## config.mk

```make
export PLATFORM = sky130hd
export DESIGN_NAME = nibble_tone_symbol_framer_unit_flat
export DESIGN_NICKNAME = d
export VERILOG_FILES = /design/src/hdl/nts_pkg.sv /design/src/hdl/nts_byte_if.sv /design/src/hdl/nts_sym_if.sv /design/src/hdl/nibble_tone_symbol_framer_unit.sv /design/src/flat_wrapper.sv
export SDC_FILE = /design/constraint.sdc
export NUM_CORES = 1
export LEC_CHECK = 0
export ABC_AREA = 1
export BUFFER_PORTS_ARGS = -buffer_cell sky130_fd_sc_hd__buf_4
export CORE_MARGIN = 2
export CORE_UTILIZATION = 63
export DETAILED_ROUTE_END_ITERATION = 7
export PLACE_DENSITY_LB_ADDON = 0.2
export SETUP_SLACK_MARGIN = 0.4
export SLEW_MARGIN = 15
export SYNTH_ARGS = -nofsm -noshare
export SYNTH_HDL_FRONTEND = slang
export SYNTH_SLANG_ARGS = --single-unit
export TNS_END_PERCENT = 1
```

## constraint.sdc

```tcl
create_clock -name i_clk -period 4.4 [get_ports i_clk]
set_clock_uncertainty 0.05 [all_clocks]
set_input_delay 0.44 -clock i_clk [delete_from_list [all_inputs] [get_ports i_clk]]
set_output_delay 0.44 -clock i_clk [all_outputs]
set_load 0.02 [all_outputs]
```

## src/hdl/nts_pkg.sv

```systemverilog
package nts_pkg;

    // symbol codes
    typedef logic [4:0] t_sym;

    localparam t_sym C_SYM_REP_A = 5'd16;
    localparam t_sym C_SYM_REP_B = 5'd17;
    localparam t_sym C_SYM_MARK  = 5'd18;
    localparam t_sym C_SYM_END   = 5'd19;
    localparam t_sym C_NO_NIBBLE = 5'd20;

    // crc setup
    localparam logic [15:0] C_CRC_INIT = 16'h0101;
    localparam logic [15:0] C_CRC_POLY = 16'hA001;

    // payload length limit
    localparam logic [10:0] C_MAX_PAYLOAD = 11'd1024;

    // configuration register indexes
    localparam logic C_REG_PAYLOAD_LEN = 1'b0;
    localparam logic C_REG_SEP_OFFSET  = 1'b1;

    // result of sending one nibble through the repeat coder
    typedef struct packed {
        t_sym sym;
        logic phase;
    } t_nib_res;

    // reflected crc-16 over one byte
    function automatic logic [15:0] nts_crc_byte(input logic [15:0] crc, input logic [7:0] b);
        logic [15:0] c;
        c = crc ^ {8'h00, b};
        for (int k = 0; k < 8; k++) begin
            if (c[0]) begin
                c = (c >> 1) ^ C_CRC_POLY;
            end else begin
                c = c >> 1;
            end
        end
        return c;
    endfunction

    // a nibble equal to the previous one becomes an alternating repeat symbol
    function automatic t_nib_res nts_nib_step(input logic [3:0] nib, input t_sym prev,
                                              input logic phase);
        t_nib_res res;
        if ({1'b0, nib} != prev) begin
            res.sym   = {1'b0, nib};
            res.phase = 1'b0;
        end else if (!phase) begin
            res.sym   = C_SYM_REP_A;
            res.phase = 1'b1;
        end else begin
            res.sym   = C_SYM_REP_B;
            res.phase = 1'b0;
        end
        return res;
    endfunction

endpackage

```

## src/hdl/nts_byte_if.sv

```systemverilog
interface nts_byte_if;
    logic       valid;
    logic       ready;
    logic [7:0] data_byte;

    modport source (output valid, output data_byte, input ready);
    modport sink (input valid, input data_byte, output ready);
endinterface

```

## src/hdl/nts_sym_if.sv

```systemverilog
interface nts_sym_if;
    logic       valid;
    logic       ready;
    logic [4:0] symbol;
    logic       last;

    modport source (output valid, output symbol, output last, input ready);
    modport sink (input valid, input symbol, input last, output ready);
endinterface

```

## src/hdl/nibble_tone_symbol_framer_unit.sv

```systemverilog
// order: an accepted item waits in the input register and is coded into the result
//   buffer once the buffer is empty or its last symbol is taken; symbols leave from there
// throughput: one symbol per cycle while o_out.ready is high; an item holds the buffer
//   until its last symbol is taken (2 for a plain mid-frame byte, up to 13 at frame ends)
// reset: synchronous active low; clears frame state, empties the buffers, payload_len 1,
//   sep_offset 0
module nibble_tone_symbol_framer_unit (
    input  logic        i_clk,
    input  logic        i_rst_n,
    nts_byte_if.sink    i_in,
    nts_sym_if.source   o_out,
    input  logic        i_cfg_we,
    input  logic        i_cfg_idx,
    input  logic [10:0] i_cfg_data
);
    import nts_pkg::*;

    localparam int NSLOT = 15;
    localparam int NNIB  = 10;
    // buffer positions of the ten nibble symbols
    localparam int NIB_SLOT [NNIB] = '{1, 2, 3, 4, 6, 7, 9, 10, 12, 13};

    // configuration
    logic [10:0] r_payload_len;
    logic [10:0] r_sep_offset;

    // frame state
    logic [10:0] r_byte_idx, n_byte_idx;
    logic [15:0] r_crc, n_crc;
    t_sym        r_prev, n_prev;
    logic        r_phase, n_phase;

    // input register
    logic        r_in_valid;
    logic [7:0]  r_in_byte;

    // result buffer
    t_sym              r_sym [NSLOT];
    logic [NSLOT-1:0]  r_mask;
    t_sym              n_sym [NSLOT];
    logic [NSLOT-1:0]  n_mask;

    logic [10:0] w_len;
    logic [15:0] w_total;
    logic [15:0] w_crc_hdr;
    logic [15:0] w_crc_new;
    logic        w_first;
    logic        w_is_last;
    logic [3:0]  w_nib [NNIB];
    logic [NNIB-1:0] w_nib_en;
    t_sym        w_prev;
    logic        w_phase;
    t_nib_res    w_res;

    logic [NSLOT-1:0] w_pick;
    t_sym        w_out_sym;
    logic        w_out_last;
    logic        w_take;
    logic        w_load;
    logic        w_in_ready;

    // configuration writes
    always_ff @(posedge i_clk) begin
        if (!i_rst_n) begin
            r_payload_len <= 11'd1;
            r_sep_offset  <= 11'd0;
        end else if (i_cfg_we) begin
            case (i_cfg_idx)
                C_REG_PAYLOAD_LEN: r_payload_len <= i_cfg_data;
                C_REG_SEP_OFFSET:  r_sep_offset  <= i_cfg_data;
                default: ;
            endcase
        end
    end

    // effective length, header crc and crc updated with the current byte
    always_comb begin
        if (r_payload_len == 11'd0) begin
            w_len = 11'd1;
        end else if (r_payload_len > C_MAX_PAYLOAD) begin
            w_len = C_MAX_PAYLOAD;
        end else begin
            w_len = r_payload_len;
        end
        w_total   = {5'd0, w_len} + 16'd4;
        w_first   = (r_byte_idx == 11'd0);
        w_is_last = ({1'b0, r_byte_idx} + 12'd1) >= {1'b0, w_len};
        w_crc_hdr = nts_crc_byte(nts_crc_byte(C_CRC_INIT, w_total[7:0]), w_total[15:8]);
        w_crc_new = nts_crc_byte(w_first ? w_crc_hdr : r_crc, r_in_byte);
    end

    // nibble list in frame order
    always_comb begin
        w_nib[0] = w_total[7:4];
        w_nib[1] = w_total[3:0];
        w_nib[2] = w_total[15:12];
        w_nib[3] = w_total[11:8];
        w_nib[4] = r_in_byte[7:4];
        w_nib[5] = r_in_byte[3:0];
        w_nib[6] = w_crc_new[7:4];
        w_nib[7] = w_crc_new[3:0];
        w_nib[8] = w_crc_new[15:12];
        w_nib[9] = w_crc_new[11:8];
        w_nib_en = {{4{w_is_last}}, 2'b11, {4{w_first}}};
    end

    // symbol slots and next frame state
    always_comb begin
        for (int s = 0; s < NSLOT; s++) begin
            n_sym[s] = C_SYM_MARK;
        end
        n_mask    = '0;
        n_mask[0] = w_first;
        n_mask[5] = (r_byte_idx == r_sep_offset);
        n_mask[8] = w_is_last && (w_len == r_sep_offset);
        n_mask[11] = w_is_last && (({1'b0, w_len} + 12'd1) == {1'b0, r_sep_offset});
        n_mask[14] = w_is_last;
        n_sym[14] = C_SYM_END;

        // repeat coder chain
        w_prev  = r_prev;
        w_phase = r_phase;
        w_res   = '0;
        for (int k = 0; k < NNIB; k++) begin
            if (w_nib_en[k]) begin
                w_res               = nts_nib_step(w_nib[k], w_prev, w_phase);
                n_sym[NIB_SLOT[k]]  = w_res.sym;
                n_mask[NIB_SLOT[k]] = 1'b1;
                w_phase             = w_res.phase;
                w_prev              = {1'b0, w_nib[k]};
            end
        end

        if (w_is_last) begin
            n_byte_idx = 11'd0;
            n_crc      = C_CRC_INIT;
            n_prev     = C_NO_NIBBLE;
            n_phase    = 1'b0;
        end else begin
            n_byte_idx = r_byte_idx + 11'd1;
            n_crc      = w_crc_new;
            n_prev     = w_prev;
            n_phase    = w_phase;
        end
    end

    // output selection: lowest pending slot
    always_comb begin
        w_pick    = r_mask & (~r_mask + 1'b1);
        w_out_sym = '0;
        for (int s = 0; s < NSLOT; s++) begin
            if (w_pick[s]) begin
                w_out_sym = r_sym[s];
            end
        end
        w_out_last = ((r_mask & ~w_pick) == '0);
    end

    assign w_take     = (r_mask != '0) && o_out.ready;
    assign w_load     = r_in_valid && ((r_mask == '0) || (w_take && w_out_last));
    assign w_in_ready = !r_in_valid || w_load;

    assign i_in.ready   = w_in_ready;
    assign o_out.valid  = (r_mask != '0);
    assign o_out.symbol = w_out_sym;
    assign o_out.last   = w_out_last;

    // input register
    always_ff @(posedge i_clk) begin
        if (!i_rst_n) begin
            r_in_valid <= 1'b0;
        end else if (w_in_ready) begin
            r_in_valid <= i_in.valid;
        end
    end

    always_ff @(posedge i_clk) begin
        if (w_in_ready && i_in.valid) begin
            r_in_byte <= i_in.data_byte;
        end
    end

    // frame state and result buffer control
    always_ff @(posedge i_clk) begin
        if (!i_rst_n) begin
            r_byte_idx <= 11'd0;
            r_crc      <= C_CRC_INIT;
            r_prev     <= C_NO_NIBBLE;
            r_phase    <= 1'b0;
            r_mask     <= '0;
        end else if (w_load) begin
            r_byte_idx <= n_byte_idx;
            r_crc      <= n_crc;
            r_prev     <= n_prev;
            r_phase    <= n_phase;
            r_mask     <= n_mask;
        end else if (w_take) begin
            r_mask <= r_mask & ~w_pick;
        end
    end

    // result buffer payload
    always_ff @(posedge i_clk) begin
        if (w_load) begin
            for (int s = 0; s < NSLOT; s++) begin
                r_sym[s] <= n_sym[s];
            end
        end
    end

endmodule

```

## src/flat_wrapper.sv

```systemverilog
// flat-port wrapper written by rule: the top's interface ports become plain ports
module nibble_tone_symbol_framer_unit_flat import nts_pkg::*;
  (i_clk, i_rst_n, i_cfg_we, i_cfg_idx, i_cfg_data, i_in_valid, i_in_data_byte, i_in_ready, o_out_valid, o_out_symbol, o_out_last, o_out_ready);
  nts_byte_if i_in_i ();
  nts_sym_if o_out_i ();
  input  logic i_clk;
  input  logic i_rst_n;
  input  logic i_cfg_we;
  input  logic i_cfg_idx;
  input  logic [10:0] i_cfg_data;
  input wire logic [$bits(i_in_i.valid)-1:0] i_in_valid;
  input wire logic [$bits(i_in_i.data_byte)-1:0] i_in_data_byte;
  output wire logic [$bits(i_in_i.ready)-1:0] i_in_ready;
  output wire logic [$bits(o_out_i.valid)-1:0] o_out_valid;
  output wire logic [$bits(o_out_i.symbol)-1:0] o_out_symbol;
  output wire logic [$bits(o_out_i.last)-1:0] o_out_last;
  input wire logic [$bits(o_out_i.ready)-1:0] o_out_ready;
  assign i_in_i.valid = i_in_valid;
  assign i_in_i.data_byte = i_in_data_byte;
  assign i_in_ready = i_in_i.ready;
  assign o_out_valid = o_out_i.valid;
  assign o_out_symbol = o_out_i.symbol;
  assign o_out_last = o_out_i.last;
  assign o_out_i.ready = o_out_ready;
  nibble_tone_symbol_framer_unit u_core (.i_clk(i_clk), .i_rst_n(i_rst_n), .i_in(i_in_i), .o_out(o_out_i), .i_cfg_we(i_cfg_we), .i_cfg_idx(i_cfg_idx), .i_cfg_data(i_cfg_data));
endmodule
```

# Yosys cells after proc, flatten, opt, wreduce, memory -nomap -nowiden
# Memories as Yosys holds them, arrays and structs flattened.
# Index checks and enable logic that the tools add are counted.
[op_classes]
mux = 94
addsub = 5
n_lt_le_gt_ge = 2
n_reduce_logical = 17
eq_ne = 13
bitwise = 32
[ops]
columns = ["op", "count"]
rows = [
  ["16-bit two-way mux", 26],
  ["5-bit two-way mux", 28],
  ["2-bit inverter with 3-bit output", 23],
  ["6-bit two-way mux", 10],
  ["11-bit two-way mux", 3],
  ["16-bit by 8-bit bitwise XOR with 16-bit output", 2],
  ["15-bit bitwise AND", 2],
  ["15-bit logical NOT", 2],
  ["15-bit two-way mux", 2],
  ["15-bit inverter", 2],
  ["11-bit by 1-bit adder with 12-bit output, second input constant", 2],
  ["11-bit == test", 2],
  ["11-bit logical NOT", 2],
  ["2-bit two-way mux", 10],
  ["4-bit inequality test", 5],
  ["4-bit by 5-bit inequality test with 1-bit output", 4],
  ["15-bit by 1-bit adder with 15-bit output, second input constant", 1],
  ["15-bit nonzero test", 1],
  ["11-bit by 3-bit adder with 12-bit output, second input constant", 1],
  ["12-bit by 11-bit == test with 1-bit output", 1],
  ["12-bit by 11-bit greater-or-equal comparator with 1-bit output", 1],
  ["1-bit two-way mux", 12],
  ["4-bit two-way mux", 3],
  ["11-bit by 1-bit adder with 11-bit output, second input constant", 1],
  ["other kinds (10)", 17],
]
[totals]
memories = 1
output_inout_bits = 8
inputBits = 25
ram_bits = 75
ff_bits = 79
[memory_table]
columns = ["memory", "depth", "width", "rd", "rd_clocked_by_memory_dff", "wr", "line_no", "source"]
rows = [
  ["u_core.r_sym", 15, 5, 15, 0, 15, "nibble_tone_symbol_framer_unit.sv:38", "t_sym r_sym [NSLOT];"],
]

# Logic depth before layout (Yosys ltp)
# Gate-level depths: netlist of run 1.
[logic_depth]
depth_word = 67
ltp_mapped = 37
depth_no_buf = 36

# Worst setup path after synthesis of run 1
# No wires, ideal clock.
[synth_timing]
kind = "reg-to-reg"
from = "register u_core.r_mask[1]"
to = "register u_core.r_mask[2]"
arrival_ps = 3721
path_slack_ps = 497
setup_ps = 133
path_stages_with_launch = 27
path_cell_list = "dfxtp_1 > buf_2 > nor2_2 > inv_2 > nor2_2 > inv_1 > nor2_2 > inv_2 > nor2_2 > inv_2 > nor2_2 > inv_2 > nor2_4 > inv_2 > nor2_2 > nor2_1 > a2111oi_0 > o21ai_0 > nor4_2 > nand2_1 > nand2_1 > nand2_4 > inv_1 > buf_2 > nor2_1 > nand2_1 > a31oi_1"
[synth_between]
elab_chain_len = 10
[synth_lines]
columns = ["element", "line_no", "source"]
rows = [
  ["from (decl)", "nibble_tone_symbol_framer_unit.sv:39", "logic [NSLOT-1:0] r_mask;"],
  ["from (signal assigned)", "nibble_tone_symbol_framer_unit.sv:196", "r_mask <= n_mask;"],
  ["from (signal assigned)", "nibble_tone_symbol_framer_unit.sv:198", "r_mask <= r_mask & ~w_pick;"],
  ["15-bit inverter", "nibble_tone_symbol_framer_unit.sv:149", "w_pick = r_mask & (~r_mask + 1'b1);"],
  ["15-bit by 1-bit adder with 15-bit output", "nibble_tone_symbol_framer_unit.sv:149", ""],
  ["15-bit bitwise AND", "nibble_tone_symbol_framer_unit.sv:149", ""],
  ["15-bit inverter", "nibble_tone_symbol_framer_unit.sv:156", "w_out_last = ((r_mask & ~w_pick) == '0);"],
  ["15-bit bitwise AND *", "nibble_tone_symbol_framer_unit.sv:156", ""],
  ["15-bit logical NOT *", "nibble_tone_symbol_framer_unit.sv:156", ""],
  ["via o_out_last", "flat_wrapper.sv:16", "output wire logic [$bits(o_out_i.last)-1:0] o_out_last;"],
  ["1-bit logical AND *", "nibble_tone_symbol_framer_unit.sv:160", "assign w_load = r_in_valid && ((r_mask == '0) || (w_take && w_out_last));"],
  ["1-bit logical OR *", "nibble_tone_symbol_framer_unit.sv:160", ""],
  ["1-bit logical AND *", "nibble_tone_symbol_framer_unit.sv:160", ""],
  ["via u_core.w_load", "nibble_tone_symbol_framer_unit.sv:59", "logic w_load;"],
  ["15-bit two-way mux / 2-bit nonzero test (equally long branches)", "n/a", ""],
]
# The timed path passes the listed nets; every way through them passes the cells marked *. The select of a mux whose other input is x is not followed.
# A chain may end at the register's enable or synchronous reset.

==> qor.yml, run 1 <==
timing:
  tightestPinTransition_ns: 0.770
  min_period_ns: 4.00
  max_freq_ghz: 0.250
  max_slew_margin_pct: 48.2
  rsz0062_at_grt: "true"
  hold_viol: 0
  min_period_over_period_pct: 90.9
  finalSetupViolCount: 0
  tns_ns: 0
  slew_violations: 0
setup_path:
  max_stage_delay_ns: 0.40
  crit_top_cell: "nand2_2"
  crit_arrival_ns: 4.14
  end_kind: "flop"
  startpoint: "u_core.r_payload_len[10]"
  reg2reg_from: "u_core.r_payload_len[10]"
  crit_path_end: "u_core.r_sym[1][25]"
  worstPathRequired_ns: 4.54
  startpoint_type: "flop"
  ff2ff_path_depth: 30
  r2r_slack_ns: 0.40
  path_max_fanout: 9
  worstSetupPathType: "flop to flop"
  slowest_stage: "dfxtp_2"
  r2r-end: "u_core.r_sym[1][25]"
yosys:
  muxShareOfSynthArea_pct: 0
  ys_seq_area_share_pct: 38.5
  synthesis.nets: 1129
  synth-xor-area-share_pct: 6.15
  avgSynthCellArea_um2: 7.39
  async_flop_share_pct: 0
  yosysWarnings: 0
  synth_edf_count: 56
  synthSimpleGateAreaFrac_pct: 30.8
  synthAdderAreaFrac_pct: 2.33
  synth_area_mm2: 0.00805
  synth_top_family_by_area: "simple AND/OR/NAND/NOR gates"
  ys.flop_type: "dfxtp_1"
  synth.distinct_cells: 55
  synth_compound_area_share_pct: 13.6
  ys_ff_latch: 127
  synth_cells: 1089
global_route:
  grt_usage_pct: 33.1
  grt_pass1_wl_mm: 34.3
  first_global_vias: 6914
  antenna_found_initial: 0
  overflow: 0
  grt_max_degree: 57
detailed_routing:
  num_vias: 7935
  drt-initial-drc-count: 950
  vias_per_cell: 5.89
  final_antenna_net_count: 0
  drc: 0
  routedWlPerCell_um: 17.4
  finalWirelength_mm: 23.5
  first_pass_iters: 6
die:
  ios: 33
  start_util_pct: 64.1
  core_area_mm2: 0.0126
  die_h_um: 117
  die_w_um: 117
  rows: 41
  dieArea_mm2: 0.0137
clocking:
  clk_pin_slew_ns: 0.06
  htree_num_levels: 4
  cts_buffers: 17
  cts_buffer_depth: 2
  cts_root_buf: "clkbuf_16"
  clock-sinks: 127
  clk_latency_ns: 0.43
  cts_tree: "done"
  cts-hold-fix-buffers: 0
finish:
  multi_input_area_mm2: 0.00464
  fin_area_mm2: 0.00978
  area_growth_pct: 21.5
  diodes: 0
  fin_nets: 1202
  drive_above_1_share_pct: 24.0
  fillCellCount: 911
  final_cells: 1347
  regArea_mm2: 0.00313
place:
  place_inst: 1283
  dpl-instance-area_mm2: 0.00852
  place_congestion: 0.973
  port_buffers: 32
  hpwlAfterDp_mm: 16.0
min_path:
  hold_class: "input pin to flop"
  hp-start: "i_in_data_byte[5]"
power:
  peakVddDrop_mv: 0.505
  power_density_mw_per_mm2: 758
  leakagePower_nw: 4.35
flow_run:
  maxCapViolCount: 0
run_status:
  status: "finished, final reports clean"
[where the power goes]
| group | switching [mW] | internal (mW) |
|---|---|---|
| registers | 0.195 | 1.69 |
| logic | 2.73 | 1.44 |
| clock network | 0.577 | 0.782 |
| total | 3.50 | 3.91 |
[per-layer routing]
layer	vias up	track usage, %	wire length, um	share of wire [%]
li1	3753	-	-	-
met1	3665	47.7	10100	43
met3	72	7.36	2110	9.0
met4	0	10.7	691	2.9
met2	445	49.9	10600	45
met5	-	0	0	0
[cell usage after synthesis, drive strengths merged, types with 7 or more instances]
library cell	number	share of area (%)
a21oi	82	5.1
a221oi	7	0.76
buf	12	0.96
clkbuf	17	0.79
dfxtp	71	18
edfxtp	56	21
ha	15	2.3
inv	143	6.7
nand2	266	14
nand3	90	6.6
nand4	18	1.5
nor2	132	7.3
nor3	8	0.50
o21ai	73	4.5
xnor2	8	0.87
xor2	46	5.3
[cell usage in the layout, fill, tap and decap left out, drive strengths merged, types with 2 or more instances in the layout]
cell type / n
o32ai: 2
o21bai: 2
nand2: 266
buf: 83
dfxtp: 71
a2111oi: 5
xor2: 46
nand3: 90
a31oi: 3
clkbuf: 17
o21ai: 73
o2111ai: 2
a221oi: 7
or2: 6
nor3: 8
clkinvlp: 5
xnor2: 8
inv: 148
nor4: 6
clkinv: 6
a21oi: 82
o221ai: 2
edfxtp: 56
nor2: 132
ha: 15
o211ai: 6
nand4: 18
[worst min-delay path by stage]
stage                                to  slack [ns]  cells past startpoint
floorplan               u_core.r_crc[0]        0.39                      2
global placement        u_core.r_crc[4]        0.40                      2
detailed placement      u_core.r_crc[9]        0.41                      2
CTS                 u_core.r_in_byte[5]        0.12                      1
global route        u_core.r_in_byte[3]        0.12                      1
finish              u_core.r_in_byte[5]        0.13                      1
[metrics by stage]
stage | power (mW) | util [%] | worst slack [ns] | hold slack [ns]
6_report | 7.42 | 77.8 | 0.402 | 0.130
5_1_grt | 7.83 | 77.8 | 0.147 | 0.120
4_1_cts | 6.76 | 72.9 | 0.389 | 0.121
3_5_place_dp | 5.30 | 67.8 | 0.126 | 0.406
3_3_place_gp | 5.25 | 67.8 | 0.253 | 0.400
2_1_floorplan | 4.35 | - | 0.497 | 0.389
[worst max-delay path: cells and delay by family (launching register included)]
family	cells	cell delay [ns]
AND/OR/NAND/NOR	25	2.45
AO/OA/AOI/OAI	1	0.24
flip-flops	1	0.40
buffers and inverters	3	0.28
adder cells (fa/ha/maj)	1	0.31
[repair_timing]
| item | in CTS | in global routing |
|---|---|---|
| endpoints found under the setup margin | 19 | 43 |
| pin swaps | 7 | 36 |
| gates resized for setup | 19 | 106 |
| buffers inserted | 3 | 29 |
[kinds of logic (layout without fill, tap and decap cells)]
family | count (synthesis) | in the layout
AND/OR/NAND/NOR | 527 | 527
AO/OA/AOI/OAI | 191 | 191
buffers and inverters | 174 | 260
flip-flops | 127 | 127
XOR/XNOR | 54 | 54
adder cells (fa/ha/maj) | 15 | 15
other | 1 | 1
[registers in the layout, indices dropped and copies added, names as in the netlist]
signal,cells
u_core.r_sym,48
u_core.r_sep_offset,11
u_core.r_in_valid,1
u_core.r_crc,16
u_core.r_payload_len,11
u_core.r_prev,5
u_core.r_mask,15
u_core.r_byte_idx,11
u_core.r_in_byte,8
u_core.r_phase,1
[area by class of cell]
| cell class | count | share of cell area [%] |
|---|---|---|
| clock inverters | 15 | 1.41 |
| well taps | 172 | 2.20 |
| repair buffers | 83 | 6.99 |
| multi-input cells | 788 | 47.4 |
| clock buffers | 17 | 4.35 |
| flip-flops and latches | 127 | 32.0 |
| inverters | 145 | 5.59 |
Note: power is estimated with default switching activity, not from simulation.
==> run 2: changes to the inputs <==
--- a/config.mk
+++ b/config.mk
@@ -13,2 +13,3 @@
 export PLACE_DENSITY_LB_ADDON = 0.2
+export RECOVER_POWER = 25
 export SETUP_SLACK_MARGIN = 0.4
==> constraint.sdc (replaced) <==
create_clock -name i_clk -period 4.4 [get_ports i_clk]
set_clock_uncertainty 0.05 [all_clocks]
set_input_delay 0.22 -clock i_clk [delete_from_list [all_inputs] [get_ports i_clk]]
set_output_delay 0.22 -clock i_clk [all_outputs]
set_load 0.02 [all_outputs]
==> qor.yml, run 2 (synthesis results as in run 1) <==
run_status:
  status: "finished, final reports clean"
finish:
  fin_nets: 1213
  diodes: 0
  final_cells: 1358
  top_register: "u_core.r_sym"
  area_growth_pct: 22.6
  top_regs: "u_core.r_sym (48), u_core.r_crc (16), u_core.r_mask (15)"
  largest_reg_flops: 48
  final_common_cell: "nand2_1"
  fillCellCount: 891
  layout_common_cells: "nand2_1, inv_1, nor2_1"
  drive_above_1_share_pct: 23.4
clocking:
  cts_buffer_depth: 2
  htree_num_levels: 4
  clk_pin_slew_ns: 0.06
  clk_latency_ns: 0.43
  clock-sinks: 127
  cts_tree: "done"
  cts_root_buf: "clkbuf_16"
  cts_buffers: 17
detailed_routing:
  drc: 0
  final_antenna_net_count: 0
  vias_per_cell: 5.91
  routedWlPerCell_um: 17.6
  first_pass_iters: 5
  finalWirelength_mm: 23.9
  drt-initial-drc-count: 972
  num_vias: 8029
setup_path:
  ff2ff_path_depth: 29
  startpoint_type: "flop"
  slowest_stage: "dfxtp_4"
  cp.depth: 29
  worstPathRequired_ns: 4.53
  crit_arrival_ns: 4.15
  path_max_fanout: 9
  end_kind: "flop"
  crit_family: "simple AND/OR/NAND/NOR gates"
  max_stage_delay_ns: 0.36
  worstSetupPathType: "flop to flop"
  crit_top_cell: "nand2_1"
  crit_buf_inv: 4
flow_run:
  maxCapViolCount: 0
timing:
  slew_violations: 0
  tns_ns: 0
  finalSetupViolCount: 0
  hold_viol: 0
  rsz0062_at_grt: "true"
  min_period_ns: 4.02
  min_period_over_period_pct: 91.4
  max_freq_ghz: 0.249
  max_slew_margin_pct: 47.0
  tightestPinTransition_ns: 0.787
power:
  power_density_mw_per_mm2: 752
  pwr-share-clk_pct: 18.4
  leakagePower_nw: 4.38
  comb_power_share_pct: 56.2
  p_int_mw: 3.91
  seqPwrFrac_pct: 25.4
  p_sw_mw: 3.51
  peakVddDrop_mv: 0.505
  swShare_pct: 47.3
die:
  core_area_mm2: 0.0126
  rows: 41
  start_util_pct: 64.1
  dieArea_mm2: 0.0137
  ios: 33
  die_w_um: 117
  die_h_um: 117
global_route:
  grt_max_degree: 57
  grt_pass1_wl_mm: 34.9
  grt_usage_pct: 33.8
  antenna_found_initial: 0
  overflow: 0
  first_global_vias: 6983
place:
  place_congestion: 0.973
  port_buffers: 32
  place_inst: 1283
  hpwlAfterDp_mm: 16.0
min_path:
  hold_class: "input pin to flop"
  hold_depth: 3
[run 2: metal layers]
| layer | vias to the layer above | global-route usage (%) | part of all wire [%] |
|---|---|---|---|
| met4 | 0 | 10.8 | 3.4 |
| li1 | 3769 | - | - |
| met2 | 436 | 51.5 | 45 |
| met3 | 86 | 7.36 | 8.8 |
| met5 | - | 0 | 0 |
| met1 | 3738 | 48.1 | 42 |
[run 2: power by group through the flow]
stage          clock (mW)  combinational (mW)  sequential, mW
3_3_place_gp            0                3.38            1.87
4_1_cts              1.36                3.55            1.86
3_5_place_dp            0                3.42            1.88
5_1_grt              1.42                4.52            1.91
6_report             1.37                4.17            1.88
2_1_floorplan           0                2.52            1.83
[run 2: metrics by stage]
step                cell area, um^2  hold slack (ns)  total power [mW]  setup slack (ns)  utilization (%)
global route                   9870           0.0292              7.85             0.110             78.6
detailed placement             8520            0.349              5.30             0.126             67.8
finish                         9870          0.00683              7.42             0.381             78.6
floorplan                      8050            0.269              4.35             0.497                -
CTS                            9280          0.00772              6.77             0.389             73.8
global placement               8520            0.348              5.25             0.253             67.8
[run 2: worst paths after layout]
check,startpoint,slack [ns],end
min reg2reg,u_core.r_crc[9],0.42,u_core.r_crc[9]
min,i_cfg_data[10],0.007,u_core.r_sep_offset[10]
max reg2reg,u_core.r_payload_len[1],0.38,u_core.r_sym[1][21]
max,u_core.r_payload_len[1],0.38,u_core.r_sym[1][21]
[run 2: worst register-to-register path, delay by kind of cell (launching register included)]
kind | cells | cell delay (ns)
simple gates | 22 | 2.44
flops | 1 | 0.36
xor+xnor | 1 | 0.18
compound gates | 2 | 0.29
buf+inv | 4 | 0.45
[run 2: layout make-up]
type | instances | area, um^2 | area share, %
sequential | 127 | 3130 | 31.7
clock inverter | 15 | 138 | 1.39
multi-input combinational | 788 | 4630 | 46.9
clock buffer | 17 | 425 | 4.31
timing repair buffer | 94 | 788 | 7.98
inverter | 145 | 547 | 5.54
tap | 172 | 215 | 2.18
[run 2: repair_timing]
action                                  4_1_cts  5_1_grt
endpoints found under the hold margin        12        0
endpoints found under the setup margin       19       43
hold buffers                                 12        0
resized for setup                            19      106
buffers inserted                              3       28
pin swaps                                     7       36
==> run 3: changes to the inputs <==
- CORE_UTILIZATION: 63 -> 50
- SETUP_SLACK_MARGIN: 0.4 -> unset
==> qor.yml, run 3 (synthesis results as in run 1) <==
run_status:
  status: "finished, final reports clean"
die:
  die_w_um: 131
  die_h_um: 131
  dieArea_mm2: 0.0171
  start_util_pct: 50.9
  ios: 33
  rows: 46
  core_area_mm2: 0.0158
detailed_routing:
  drc: 0
  drt-initial-drc-count: 749
  finalWirelength_mm: 22.2
  routedWlPerCell_um: 16.1
  final_antenna_net_count: 0
  vias_per_cell: 5.40
  first_pass_iters: 5
  num_vias: 7442
power:
  peakVddDrop_mv: 0.415
  comb_power_share_pct: 52.2
  swShare_pct: 45.8
  pwr-share-clk_pct: 20.8
  seqPwrFrac_pct: 27.1
  leakagePower_nw: 4.18
  p_int_mw: 3.76
  p_sw_mw: 3.18
  power_density_mw_per_mm2: 736
global_route:
  grt_pass1_wl_mm: 35.2
  grt_max_degree: 47
  met1_usage_pct: 38.2
  grt-busiest-layer: "met2"
  overflow: 0
  use_met3_pct: 5.46
  met2_usage_pct: 41.3
  antenna_found_initial: 0
  first_global_vias: 6960
  grt_usage_pct: 27.1
clocking:
  cts_buffer_depth: 2
  clock-sinks: 127
  cts_root_buf: "clkbuf_16"
  cts_tree: "done"
  cts_buffers: 17
  clk_pin_slew_ns: 0.06
  htree_num_levels: 4
  clk_latency_ns: 0.43
setup_path:
  path_max_fanout: 6
  crit_buf_inv: 3
  crit_arrival_ns: 4.20
  worstSetupPathType: "flop to flop"
  startpoint_type: "flop"
  crit_family: "simple AND/OR/NAND/NOR gates"
  max_stage_delay_ns: 0.41
  end_kind: "flop"
  crit_top_cell: "nand2_1"
  slowest_stage: "ha_2"
  worstPathRequired_ns: 4.51
finish:
  area_growth_pct: 17.1
  fillCellCount: 1470
  largest_reg_flops: 48
  top_register: "u_core.r_sym"
  diodes: 0
  fin_nets: 1188
  top_regs: "u_core.r_sym (48), u_core.r_crc (16), u_core.r_mask (15)"
  drive_above_1_share_pct: 16.7
  fin_area_mm2: 0.00943
  final_common_cell: "nand2_1"
  layout_common_cells: "nand2_1, inv_1, nor2_1"
place:
  place_congestion: 0.906
  dpl-instance-area_mm2: 0.00858
  port_buffers: 32
  post-place-ws_ns: 0.145
  hpwlAfterDp_mm: 16.7
flow_run:
  maxCapViolCount: 0
timing:
  min_period_ns: 4.09
  tns_ns: 0
  min_period_over_period_pct: 92.9
  fin_ws_ns: 0.313
  hold_viol: 0
  max_slew_margin_pct: 59.8
  slew_violations: 0
  max_freq_ghz: 0.245
  finalSetupViolCount: 0
  tightestPinTransition_ns: 0.602
min_path:
  hold_class: "input pin to flop"
==> run 3: worst paths after layout <==
kind | slack (ns) | to | cells past startpoint | start
worst max-delay path | 0.31 | u_core.r_sym[1][21] | 32 | u_core.r_payload_len[6]
worst min-delay path | 0.01 | u_core.r_payload_len[0] | 3 | i_cfg_data[0]
worst max register to register | 0.31 | u_core.r_sym[1][21] | 32 | u_core.r_payload_len[6]
worst min register to register | 0.41 | u_core.r_crc[4] | 2 | u_core.r_crc[4]
==> run 3: final cells by class <==
| class | count | area [um^2] | share of cell area [%] |
|---|---|---|---|
| tap | 216 | 270 | 2.87 |
| clock inverter | 14 | 165 | 1.75 |
| clock buffer | 18 | 429 | 4.55 |
| sequential | 127 | 3110 | 33.0 |
| timing repair buffer | 69 | 564 | 5.99 |
| inverter | 145 | 551 | 5.84 |
| multi-input combinational | 788 | 4340 | 46.0 |
==> run 3: what timing repair did <==
item,in CTS,in global routing
setup endpoints to repair,0,19
setup buffers,0,6
hold buffers,13,0
resized for setup,0,29
hold endpoints to repair,14,0
==> run 3: power groups by stage <==
stage / Sequential [mW] / Combinational (mW) / Clock [mW]
2_1_floorplan: 1.83 / 2.52 / 0
3_3_place_gp: 1.89 / 3.41 / 0
3_5_place_dp: 1.90 / 3.45 / 0
4_1_cts: 1.87 / 3.48 / 1.46
5_1_grt: 1.91 / 4.04 / 1.50
6_report: 1.88 / 3.62 / 1.44
==> run 3: metal layers <==
| metal | up-vias | wire (um) | share of wire, % |
|---|---|---|---|
| li1 | 3717 | - | - |
| met1 | 3438 | 10400 | 47 |
| met4 | 0 | 512 | 2.3 |
| met2 | 250 | 9810 | 44 |
| met5 | - | 0 | 0 |
| met3 | 37 | 1480 | 6.7 |
==> run 3: stage by stage <==
| step | total power, mW | hold WS (ns) | utilization (%) | std cells |
|---|---|---|---|---|
| 5_1_grt | 7.45 | 0.00693 | 59.6 | 1377 |
| 4_1_cts | 6.81 | 0.00365 | 58.8 | 1371 |
| 3_3_place_gp | 5.30 | 0.348 | 54.2 | 1326 |
| 3_5_place_dp | 5.35 | 0.349 | 54.2 | 1326 |
| 2_1_floorplan | 4.35 | 0.269 | - | 1089 |
| 6_report | 6.94 | 0.0119 | 59.6 | 1377 |
==> run 3: worst register-to-register path, delay by kind of cell (launching register included) <==
kind	cells	cell delay (ns)
buffers and inverters	3	0.20
and+or+nand+nor	26	2.55
DFF	1	0.39
adders and majority gates	1	0.41
AOI/OAI and AO/OA	2	0.23
